[config.mk]
export PLATFORM = sky130hd
export DESIGN_NAME = text_console_char_engine
export DESIGN_NICKNAME = d
export VERILOG_FILES = /design/src/rtl/tcon_pkg.sv /design/src/rtl/text_console_char_engine.sv
export SDC_FILE = /design/constraint.sdc
export NUM_CORES = 1
export LEC_CHECK = 0
export BUFFER_PORTS_ARGS = -buffer_cell sky130_fd_sc_hd__buf_2
export CORE_MARGIN = 1.5
export CORE_UTILIZATION = 60
export DETAILED_ROUTE_END_ITERATION = 7
export HOLD_SLACK_MARGIN = 0.05
export PLACE_DENSITY = 0.9
export SLEW_MARGIN = 0
export SYNTH_ARGS = -nofsm -noshare
export SYNTH_HDL_FRONTEND = slang
export SYNTH_SLANG_ARGS = --single-unit
[constraint.sdc]
create_clock -name i_clk -period 4 [get_ports i_clk]
set_input_delay 0.6 -clock i_clk [delete_from_list [all_inputs] [get_ports i_clk]]
set_output_delay 0.6 -clock i_clk [all_outputs]
set_load 0.005 [all_outputs]
[src/rtl/tcon_pkg.sv]
// Shared constants for the text console character engine.
package tcon_pkg;

    localparam int CHAR_W     = 8;
    localparam int ATTR_W     = 8;
    localparam int DATA_W     = 16;
    localparam int ADDR_W     = 11;
    localparam int TAB_SPACES = 8;
    localparam int TAB_CNT_W  = 3;

    localparam logic [ATTR_W-1:0] ATTR_RESET = 8'd13;

    localparam logic [CHAR_W-1:0] FIRST_PRINTABLE = 8'd32;
    localparam logic [CHAR_W-1:0] LAST_PRINTABLE  = 8'd126;
    localparam logic [CHAR_W-1:0] CODE_SPACE      = 8'd32;
    localparam logic [CHAR_W-1:0] CODE_BACKSPACE  = 8'd8;
    localparam logic [CHAR_W-1:0] CODE_TAB        = 8'd9;
    localparam logic [CHAR_W-1:0] CODE_NEWLINE    = 8'd10;
    localparam logic [CHAR_W-1:0] CODE_FORM_FEED  = 8'd12;
    localparam logic [CHAR_W-1:0] CODE_CR         = 8'd13;

    localparam logic [TAB_CNT_W-1:0] TAB_LAST = 3'(TAB_SPACES - 1);

endpackage

[src/rtl/text_console_char_engine.sv]
// Text console character engine: cursor tracking and cell write generation.
// Result path: decode and cell address in S_CALC, cursor position in S_POS,
//   then the result is held in S_OUT until transfer; one item at a time,
//   as input is accepted only in S_IDLE.
//   The single row*COLUMNS+col unit is reused for the cell and cursor addresses.
// Reset: synchronous active low; cursor homed, attribute = 13, no result pending.
module text_console_char_engine #(
    parameter int COLUMNS = 80,
    parameter int ROWS    = 25
) (
    input  logic                            i_clk,
    input  logic                            i_rst_n,
    // attribute register write
    input  logic                            i_text_attribute_we,
    input  logic [tcon_pkg::ATTR_W-1:0]     i_text_attribute,
    // character input
    input  logic                            i_char_code_valid,
    output logic                            o_char_code_ready,
    input  logic [tcon_pkg::CHAR_W-1:0]     i_char_code,
    // results
    output logic                            o_result_valid,
    input  logic                            i_result_ready,
    output logic                            o_cell_write,
    output logic                            o_clear_all,
    output logic [tcon_pkg::ADDR_W-1:0]     o_cell_addr,
    output logic [tcon_pkg::DATA_W-1:0]     o_cell_data,
    output logic [tcon_pkg::ADDR_W-1:0]     o_cursor_pos,
    output logic                            o_last_of_run
);
    import tcon_pkg::*;

    localparam int COL_W = $clog2(COLUMNS);
    localparam int ROW_W = $clog2(ROWS);
    localparam int POS_W = ROW_W + COL_W;
    localparam int EXT_W = (POS_W > ADDR_W) ? POS_W : ADDR_W;

    // sequencer codes
    localparam logic [1:0] S_IDLE = 2'd0;  // waiting for a character
    localparam logic [1:0] S_CALC = 2'd1;  // decode, cell address, cursor move
    localparam logic [1:0] S_POS  = 2'd2;  // new cursor position
    localparam logic [1:0] S_OUT  = 2'd3;  // result held until transfer

    logic [1:0]           r_state, n_state;
    logic [CHAR_W-1:0]    r_code;
    logic [ATTR_W-1:0]    r_attr;
    logic [ROW_W-1:0]     r_row, n_row;
    logic [COL_W-1:0]     r_col, n_col;
    logic [TAB_CNT_W-1:0] r_tab_cnt;

    logic                 r_cell_write, n_cell_write;
    logic                 r_clear_all, n_clear_all;
    logic [ADDR_W-1:0]    r_cell_addr, n_cell_addr;
    logic [DATA_W-1:0]    r_cell_data, n_cell_data;
    logic [ADDR_W-1:0]    r_cursor_pos;
    logic                 r_last, n_last;

    // shared position unit: row * COLUMNS + col of the live cursor
    logic [POS_W-1:0]     w_pos_full;
    logic [EXT_W-1:0]     w_pos_ext;
    logic [ADDR_W-1:0]    w_pos;

    assign w_pos_full = POS_W'(r_row) * POS_W'(COLUMNS) + POS_W'(r_col);
    assign w_pos_ext  = EXT_W'(w_pos_full);
    assign w_pos      = w_pos_ext[ADDR_W-1:0];

    // column/row advance with wrap, no scrolling
    logic [COL_W:0]       w_col_inc;
    logic [ROW_W:0]       w_row_inc;
    logic [ROW_W-1:0]     w_row_next;
    logic                 w_col_wrap;

    assign w_col_inc  = {1'b0, r_col} + 1'b1;
    assign w_row_inc  = {1'b0, r_row} + 1'b1;
    assign w_col_wrap = (w_col_inc >= (COL_W+1)'(COLUMNS));
    assign w_row_next = (w_row_inc >= (ROW_W+1)'(ROWS)) ? '0 : w_row_inc[ROW_W-1:0];

    logic w_printable, w_is_tab, w_accept, w_out_xfer;

    assign w_printable = (r_code >= FIRST_PRINTABLE) && (r_code <= LAST_PRINTABLE);
    assign w_is_tab    = (r_code == CODE_TAB);
    assign w_accept    = i_char_code_valid && o_char_code_ready;
    assign w_out_xfer  = o_result_valid && i_result_ready;

    always_comb begin
        n_state      = r_state;
        n_row        = r_row;
        n_col        = r_col;
        n_cell_write = r_cell_write;
        n_clear_all  = r_clear_all;
        n_cell_addr  = r_cell_addr;
        n_cell_data  = r_cell_data;
        n_last       = r_last;
        unique case (r_state)
            S_IDLE: begin
                if (w_accept) begin
                    n_state = S_CALC;
                end
            end
            S_CALC: begin
                // defaults: cursor-only result
                n_cell_write = 1'b0;
                n_clear_all  = 1'b0;
                n_cell_addr  = '0;
                n_cell_data  = '0;
                n_last       = 1'b1;
                n_state      = S_POS;
                if (w_printable || w_is_tab) begin
                    n_cell_write = 1'b1;
                    n_cell_addr  = w_pos;
                    n_cell_data  = {r_attr, (w_is_tab ? CODE_SPACE : r_code)};
                    n_last       = !w_is_tab || (r_tab_cnt == TAB_LAST);
                    if (w_col_wrap) begin
                        n_col = '0;
                        n_row = w_row_next;
                    end else begin
                        n_col = w_col_inc[COL_W-1:0];
                    end
                end else begin
                    priority case (r_code)
                        CODE_NEWLINE: begin
                            n_col = '0;
                            n_row = w_row_next;
                        end
                        CODE_CR: begin
                            n_col = '0;
                        end
                        CODE_BACKSPACE: begin
                            if (r_col == '0) begin
                                n_state = S_IDLE;    // nothing to report
                            end else begin
                                n_col = r_col - 1'b1;
                            end
                        end
                        CODE_FORM_FEED: begin
                            n_clear_all = 1'b1;
                            n_cell_data = {r_attr, CODE_SPACE};
                            n_row       = '0;
                            n_col       = '0;
                        end
                        default: begin
                            n_state = S_IDLE;        // unknown code, no result
                        end
                    endcase
                end
            end
            S_POS: begin
                n_state = S_OUT;
            end
            S_OUT: begin
                if (w_out_xfer) begin
                    n_state = r_last ? S_IDLE : S_CALC;
                end
            end
            default: begin
                n_state = S_IDLE;
            end
        endcase
    end

    always_ff @(posedge i_clk) begin
        if (!i_rst_n) begin
            r_state   <= S_IDLE;
            r_row     <= '0;
            r_col     <= '0;
            r_attr    <= ATTR_RESET;
            r_tab_cnt <= '0;
        end else begin
            r_state <= n_state;
            r_row   <= n_row;
            r_col   <= n_col;
            if (i_text_attribute_we) begin
                r_attr <= i_text_attribute;
            end
            if (w_accept) begin
                r_tab_cnt <= '0;
            end else if (w_out_xfer) begin
                r_tab_cnt <= r_tab_cnt + 1'b1;
            end
        end
    end

    always_ff @(posedge i_clk) begin
        if (w_accept) begin
            r_code <= i_char_code;
        end
        r_cell_write <= n_cell_write;
        r_clear_all  <= n_clear_all;
        r_cell_addr  <= n_cell_addr;
        r_cell_data  <= n_cell_data;
        r_last       <= n_last;
        if (r_state == S_POS) begin
            r_cursor_pos <= w_pos;   // cursor already moved in S_CALC
        end
    end

    assign o_char_code_ready = (r_state == S_IDLE);
    assign o_result_valid    = (r_state == S_OUT);
    assign o_cell_write      = r_cell_write;
    assign o_clear_all       = r_clear_all;
    assign o_cell_addr       = r_cell_addr;
    assign o_cell_data       = r_cell_data;
    assign o_cursor_pos      = r_cursor_pos;
    assign o_last_of_run     = r_last;

endmodule

==> metrics.txt <==
# TYPE chip_impl_metric gauge
chip_impl_metric{name="track_usage",unit=""} 0.234
chip_impl_metric{name="maximum_number_of_pins_on_one_net_before_global_route_repair",unit=""} 32
chip_impl_metric{name="h-tree-depth",unit=""} 3
chip_impl_metric{name="worst_slew_margin_rel",unit=""} 0.311
chip_impl_metric{name="dr.pass1.iters",unit=""} 5
chip_impl_metric{name="synth_area",unit="sq mm"} 0.00377
chip_impl_metric{name="post_synth_inst_count",unit=""} 335
chip_impl_metric{name="share_comb_of_total_power",unit=""} 0.099
chip_impl_metric{name="number_of_top_level_pins",unit=""} 64
chip_impl_metric{name="syn_avg_cell_area",unit="sq um"} 11.3
chip_impl_metric{name="ffs_latches_synth",unit=""} 74
chip_impl_metric{name="dpl.cell_count",unit=""} 457
chip_impl_metric{name="global_route.overflow_total",unit=""} 0
chip_impl_metric{name="clock_transition_at_path_regs",unit="ns"} 0.09
chip_impl_metric{name="pre_cts_slack",unit="ns"} 1.44
chip_impl_metric{name="post_cts_hold_buffer_count",unit=""} 0
chip_impl_metric{name="finalWorstPathRequiredPeriod",unit="ns"} 2.60
chip_impl_info{name="tritoncts",value="done"} 1
chip_impl_metric{name="power.sequential.fraction",unit=""} 0.548
chip_impl_metric{name="fp-row-count",unit=""} 28
chip_impl_metric{name="n_antenna_cell",unit=""} 0
chip_impl_metric{name="finish.cell_count_without_fillers",unit=""} 473
chip_impl_metric{name="postCtsSetupRepairBufs",unit=""} 0
chip_impl_metric{name="clockPowerShare",unit=""} 0.353
chip_impl_metric{name="setup_slack",unit="ns"} 1.40
chip_impl_metric{name="dpl.hpwl",unit="microns"} 5160
chip_impl_metric{name="die-area",unit="sq mm"} 0.00677
chip_impl_metric{name="first_global_vias",unit=""} 2515
chip_impl_metric{name="synth_nets",unit=""} 374
chip_impl_metric{name="power.switching_fraction",unit=""} 0.250
chip_impl_info{name="start_kind",value="register"} 1
chip_impl_metric{name="initial_utilization",unit=""} 0.630
chip_impl_info{name="ys.flop_type",value="sky130_fd_sc_hd__edfxtp_1"} 1
chip_impl_metric{name="final_antenna_net_count",unit=""} 0
chip_impl_metric{name="place_congestion",unit=""} 0.906
chip_impl_metric{name="sum_of_negative_setup_slack",unit="ns"} 0
chip_impl_metric{name="count_of_fill_cells_added_during_filler_insertion",unit=""} 420
chip_impl_metric{name="global_route_wire_length_before_repair",unit="microns"} 11800
chip_impl_metric{name="wire_per_inst",unit="microns"} 15.8
chip_impl_metric{name="dr_total_vias",unit=""} 2735
chip_impl_metric{name="number_of_buffers_created_by_cts",unit=""} 9
chip_impl_metric{name="power_density",unit="mW/mm^2"} 380
chip_impl_metric{name="die_h",unit="microns"} 82.3
chip_impl_info{name="setup.worst_path.end_class",value="register"} 1
chip_impl_metric{name="finalCritPeriodShare",unit=""} 0.650
chip_impl_metric{name="worst_slew_pin_slew",unit="ns"} 1.03
chip_impl_metric{name="synth_top_area_frac",unit=""} 0.390
chip_impl_info{name="critical_path_class",value="reg -> reg"} 1
chip_impl_info{name="synthTopCellsByArea",value="sky130_fd_sc_hd__edfxtp_1 (39%), sky130_fd_sc_hd__dfxtp_1 (13%), sky130_fd_sc_hd__ha_1 (5.3%)"} 1
chip_impl_metric{name="timing.final.hold_violations",unit=""} 0
chip_impl_metric{name="grt_antenna_before_repair",unit=""} 0
chip_impl_metric{name="timing.critical_path.required",unit="ns"} 4.10
chip_impl_metric{name="finalSetupViolations",unit=""} 0
chip_impl_metric{name="synth_enable_flop_cells",unit=""} 49
chip_impl_info{name="rsz0062_at_grt",value="false"} 1
chip_impl_metric{name="drt-initial-drc-count",unit=""} 203
chip_impl_metric{name="async_flop_share",unit=""} 0
chip_impl_metric{name="die_w",unit="microns"} 82.3
chip_impl_metric{name="finalClockSkew",unit="ns"} 0.0116
chip_impl_metric{name="internal_power",unit="mW"} 1.21
chip_impl_metric{name="detail_route.vias_per_cell",unit=""} 5.78
chip_impl_info{name="status",value="finished, final reports clean"} 1
chip_impl_metric{name="cts_repair_resize_count",unit=""} 0
chip_impl_metric{name="detail_route.drc_violations",unit=""} 0
chip_impl_metric{name="worstSkewPairLatency",unit="ns"} 0.35
chip_impl_info{name="synth_top_cell_by_area",value="sky130_fd_sc_hd__edfxtp_1"} 1
chip_impl_metric{name="area.growth.synth_to_final",unit="%"} 12.6
chip_impl_metric{name="buffer_ports.inserted",unit=""} 63
chip_impl_metric{name="maxCapViolCount",unit=""} 0
chip_impl_metric{name="leakage",unit="nW"} 1.74
chip_impl_metric{name="fmax",unit="MHz"} 385
chip_impl_metric{name="layout-drive-gt1-share",unit=""} 0.239
chip_impl_metric{name="cts_sinks",unit=""} 74
chip_impl_metric{name="routed_wire_length",unit="microns"} 7460
chip_impl_metric{name="num-nets-final",unit=""} 432
chip_impl_metric{name="maxSlewViolCount",unit=""} 0
chip_impl_metric{name="power.switching",unit="uW"} 404
chip_impl_info{name="min-delay-path-class",value="in -> reg"} 1
chip_impl_metric{name="arrival",unit="ns"} 2.70
chip_impl_metric{name="synth_warnings",unit=""} 0
chip_impl_info{name="clk_root_buffer_cell",value="sky130_fd_sc_hd__clkbuf_8"} 1
chip_impl_metric{name="cts_max_path_buffers",unit=""} 2
chip_impl_metric{name="vdd_ir_drop_max",unit="uV"} 318
chip_impl_metric{name="synth_cell_types",unit=""} 61
chip_impl_metric{name="share_of_synthesized_area_occupied_by_flip_flops_and_latches",unit=""} 0.523
chip_impl_metric{name="core_area",unit="sq mm"} 0.00599
chip_impl_metric{name="cp_max_fo",unit=""} 10
cell families after synthesis:
logic type               count (synthesis)  share of synthesized area
buffers and inverters                   29                     0.0471
flip-flops                              74                      0.523
AO/OA/AOI/OAI                           65                      0.126
other                                    1                   0.000994
AND/OR/NAND/NOR                        123                      0.177
adder cells (fa/ha/maj)                 18                     0.0637
XOR/XNOR                                12                     0.0279
multiplexers                            13                     0.0345
state kept, by name (all words and copies together), names as in the netlist, named ones only:
| signal | count |
|---|---|
| o_cell_data | 16 |
| o_cell_addr | 11 |
| o_cursor_pos | 11 |
| r_attr | 8 |
| r_code | 8 |
| r_col | 7 |
| r_row | 5 |
| r_tab_cnt | 3 |
| o_cell_write | 1 |
| o_clear_all | 1 |
| o_last_of_run | 1 |
| r_state | 1 |
metrics by stage:
stage                     utilization  cell area, sq um  hold WS [ns]  total power [mW]
after floorplan                     -              3770         0.424              1.01
after global placement          0.677              4060         0.444              1.05
after detailed placement        0.677              4060         0.461              1.06
after CTS                       0.709              4250         0.414              1.62
after global routing            0.709              4250         0.418              1.68
final                           0.709              4250         0.425              1.61
routing by layer:
layer	GRT usage	vias to the layer above	share of wire
met1	0.302	1294	0.44
met3	0.0626	8	0.061
met4	0.0729	0	0.012
met5	0	-	0
met2	0.382	103	0.49
li1	-	1330	-
cells in the mapped netlist, drive strengths merged (7+ instances only):
cell type	n
edfxtp	49
inv	12
clkbuf	11
dfxtp	25
nor2	24
a21oi	10
nand3	14
xnor2	7
nor2b	8
and2	24
o21ai	11
mux2i	13
ha	16
nand2	24
path summary, 6_finish.rpt:
| kind | startpoint | to | slack [ns] | cells after the start |
|---|---|---|---|---|
| setup / recovery | r_row[3]$_SDFFE_PN0P_ | o_cell_addr[10]$_SDFFCE_PN0P_ | 1.40 | 8 |
| hold / removal | i_char_code[2] | r_code[2]$_DFFE_PP_ | 0.42 | 1 |
| setup reg to reg | r_row[3]$_SDFFE_PN0P_ | o_cell_addr[10]$_SDFFCE_PN0P_ | 1.40 | 8 |
| hold reg to reg | r_attr[0]$_SDFFE_PN1P_ | r_attr[0]$_SDFFE_PN1P_ | 0.50 | 2 |
placed cells by master (no fill, tap or decap), drive strengths merged, types with 3 or more instances in the layout:
master,n
dfxtp,25
nor3,6
o21a,3
o22ai,5
nand2b,4
inv,13
a21boi,5
nand3b,3
xor2,5
nand3,14
clkinv,4
nor3b,3
a31oi,4
mux2i,13
a211oi,5
xnor2,7
o21ai,11
buf,64
nor2,24
clkbuf,9
ha,16
nor2b,8
a21oi,10
and2,24
edfxtp,49
nand2,24
a21o,6
power by group through the flow:
| stage | registers [mW] | clock network, mW | logic [mW] |
|---|---|---|---|
| 4_1_cts | 0.883 | 0.575 | 0.160 |
| 6_report | 0.883 | 0.570 | 0.160 |
| 2_1_floorplan | 0.892 | 0 | 0.115 |
| 5_1_grt | 0.888 | 0.612 | 0.176 |
| 3_3_place_gp | 0.898 | 0 | 0.152 |
| 3_5_place_dp | 0.900 | 0 | 0.157 |
area by class of cell:
type / count / area [sq um] / share of cell area
clock buffer: 9 / 124 / 0.0292
inverter: 12 / 45.0 / 0.0106
sequential: 74 / 1970 / 0.464
clock inverter: 7 / 68.8 / 0.0162
tap: 75 / 93.8 / 0.0221
timing repair buffer: 64 / 323 / 0.0760
multi-input combinational: 232 / 1620 / 0.382
worst max-delay path, stage by stage (launching register included):
cell	delay [ns]
sky130_fd_sc_hd__dfxtp_1	0.51
sky130_fd_sc_hd__ha_1	0.30
sky130_fd_sc_hd__ha_1	0.23
sky130_fd_sc_hd__fa_1	0.38
sky130_fd_sc_hd__xor2_1	0.21
sky130_fd_sc_hd__o2111ai_1	0.17
sky130_fd_sc_hd__xnor2_1	0.23
sky130_fd_sc_hd__xnor2_1	0.12
sky130_fd_sc_hd__and2_1	0.19
No activity file was read; power rests on OpenSTA's default activity.
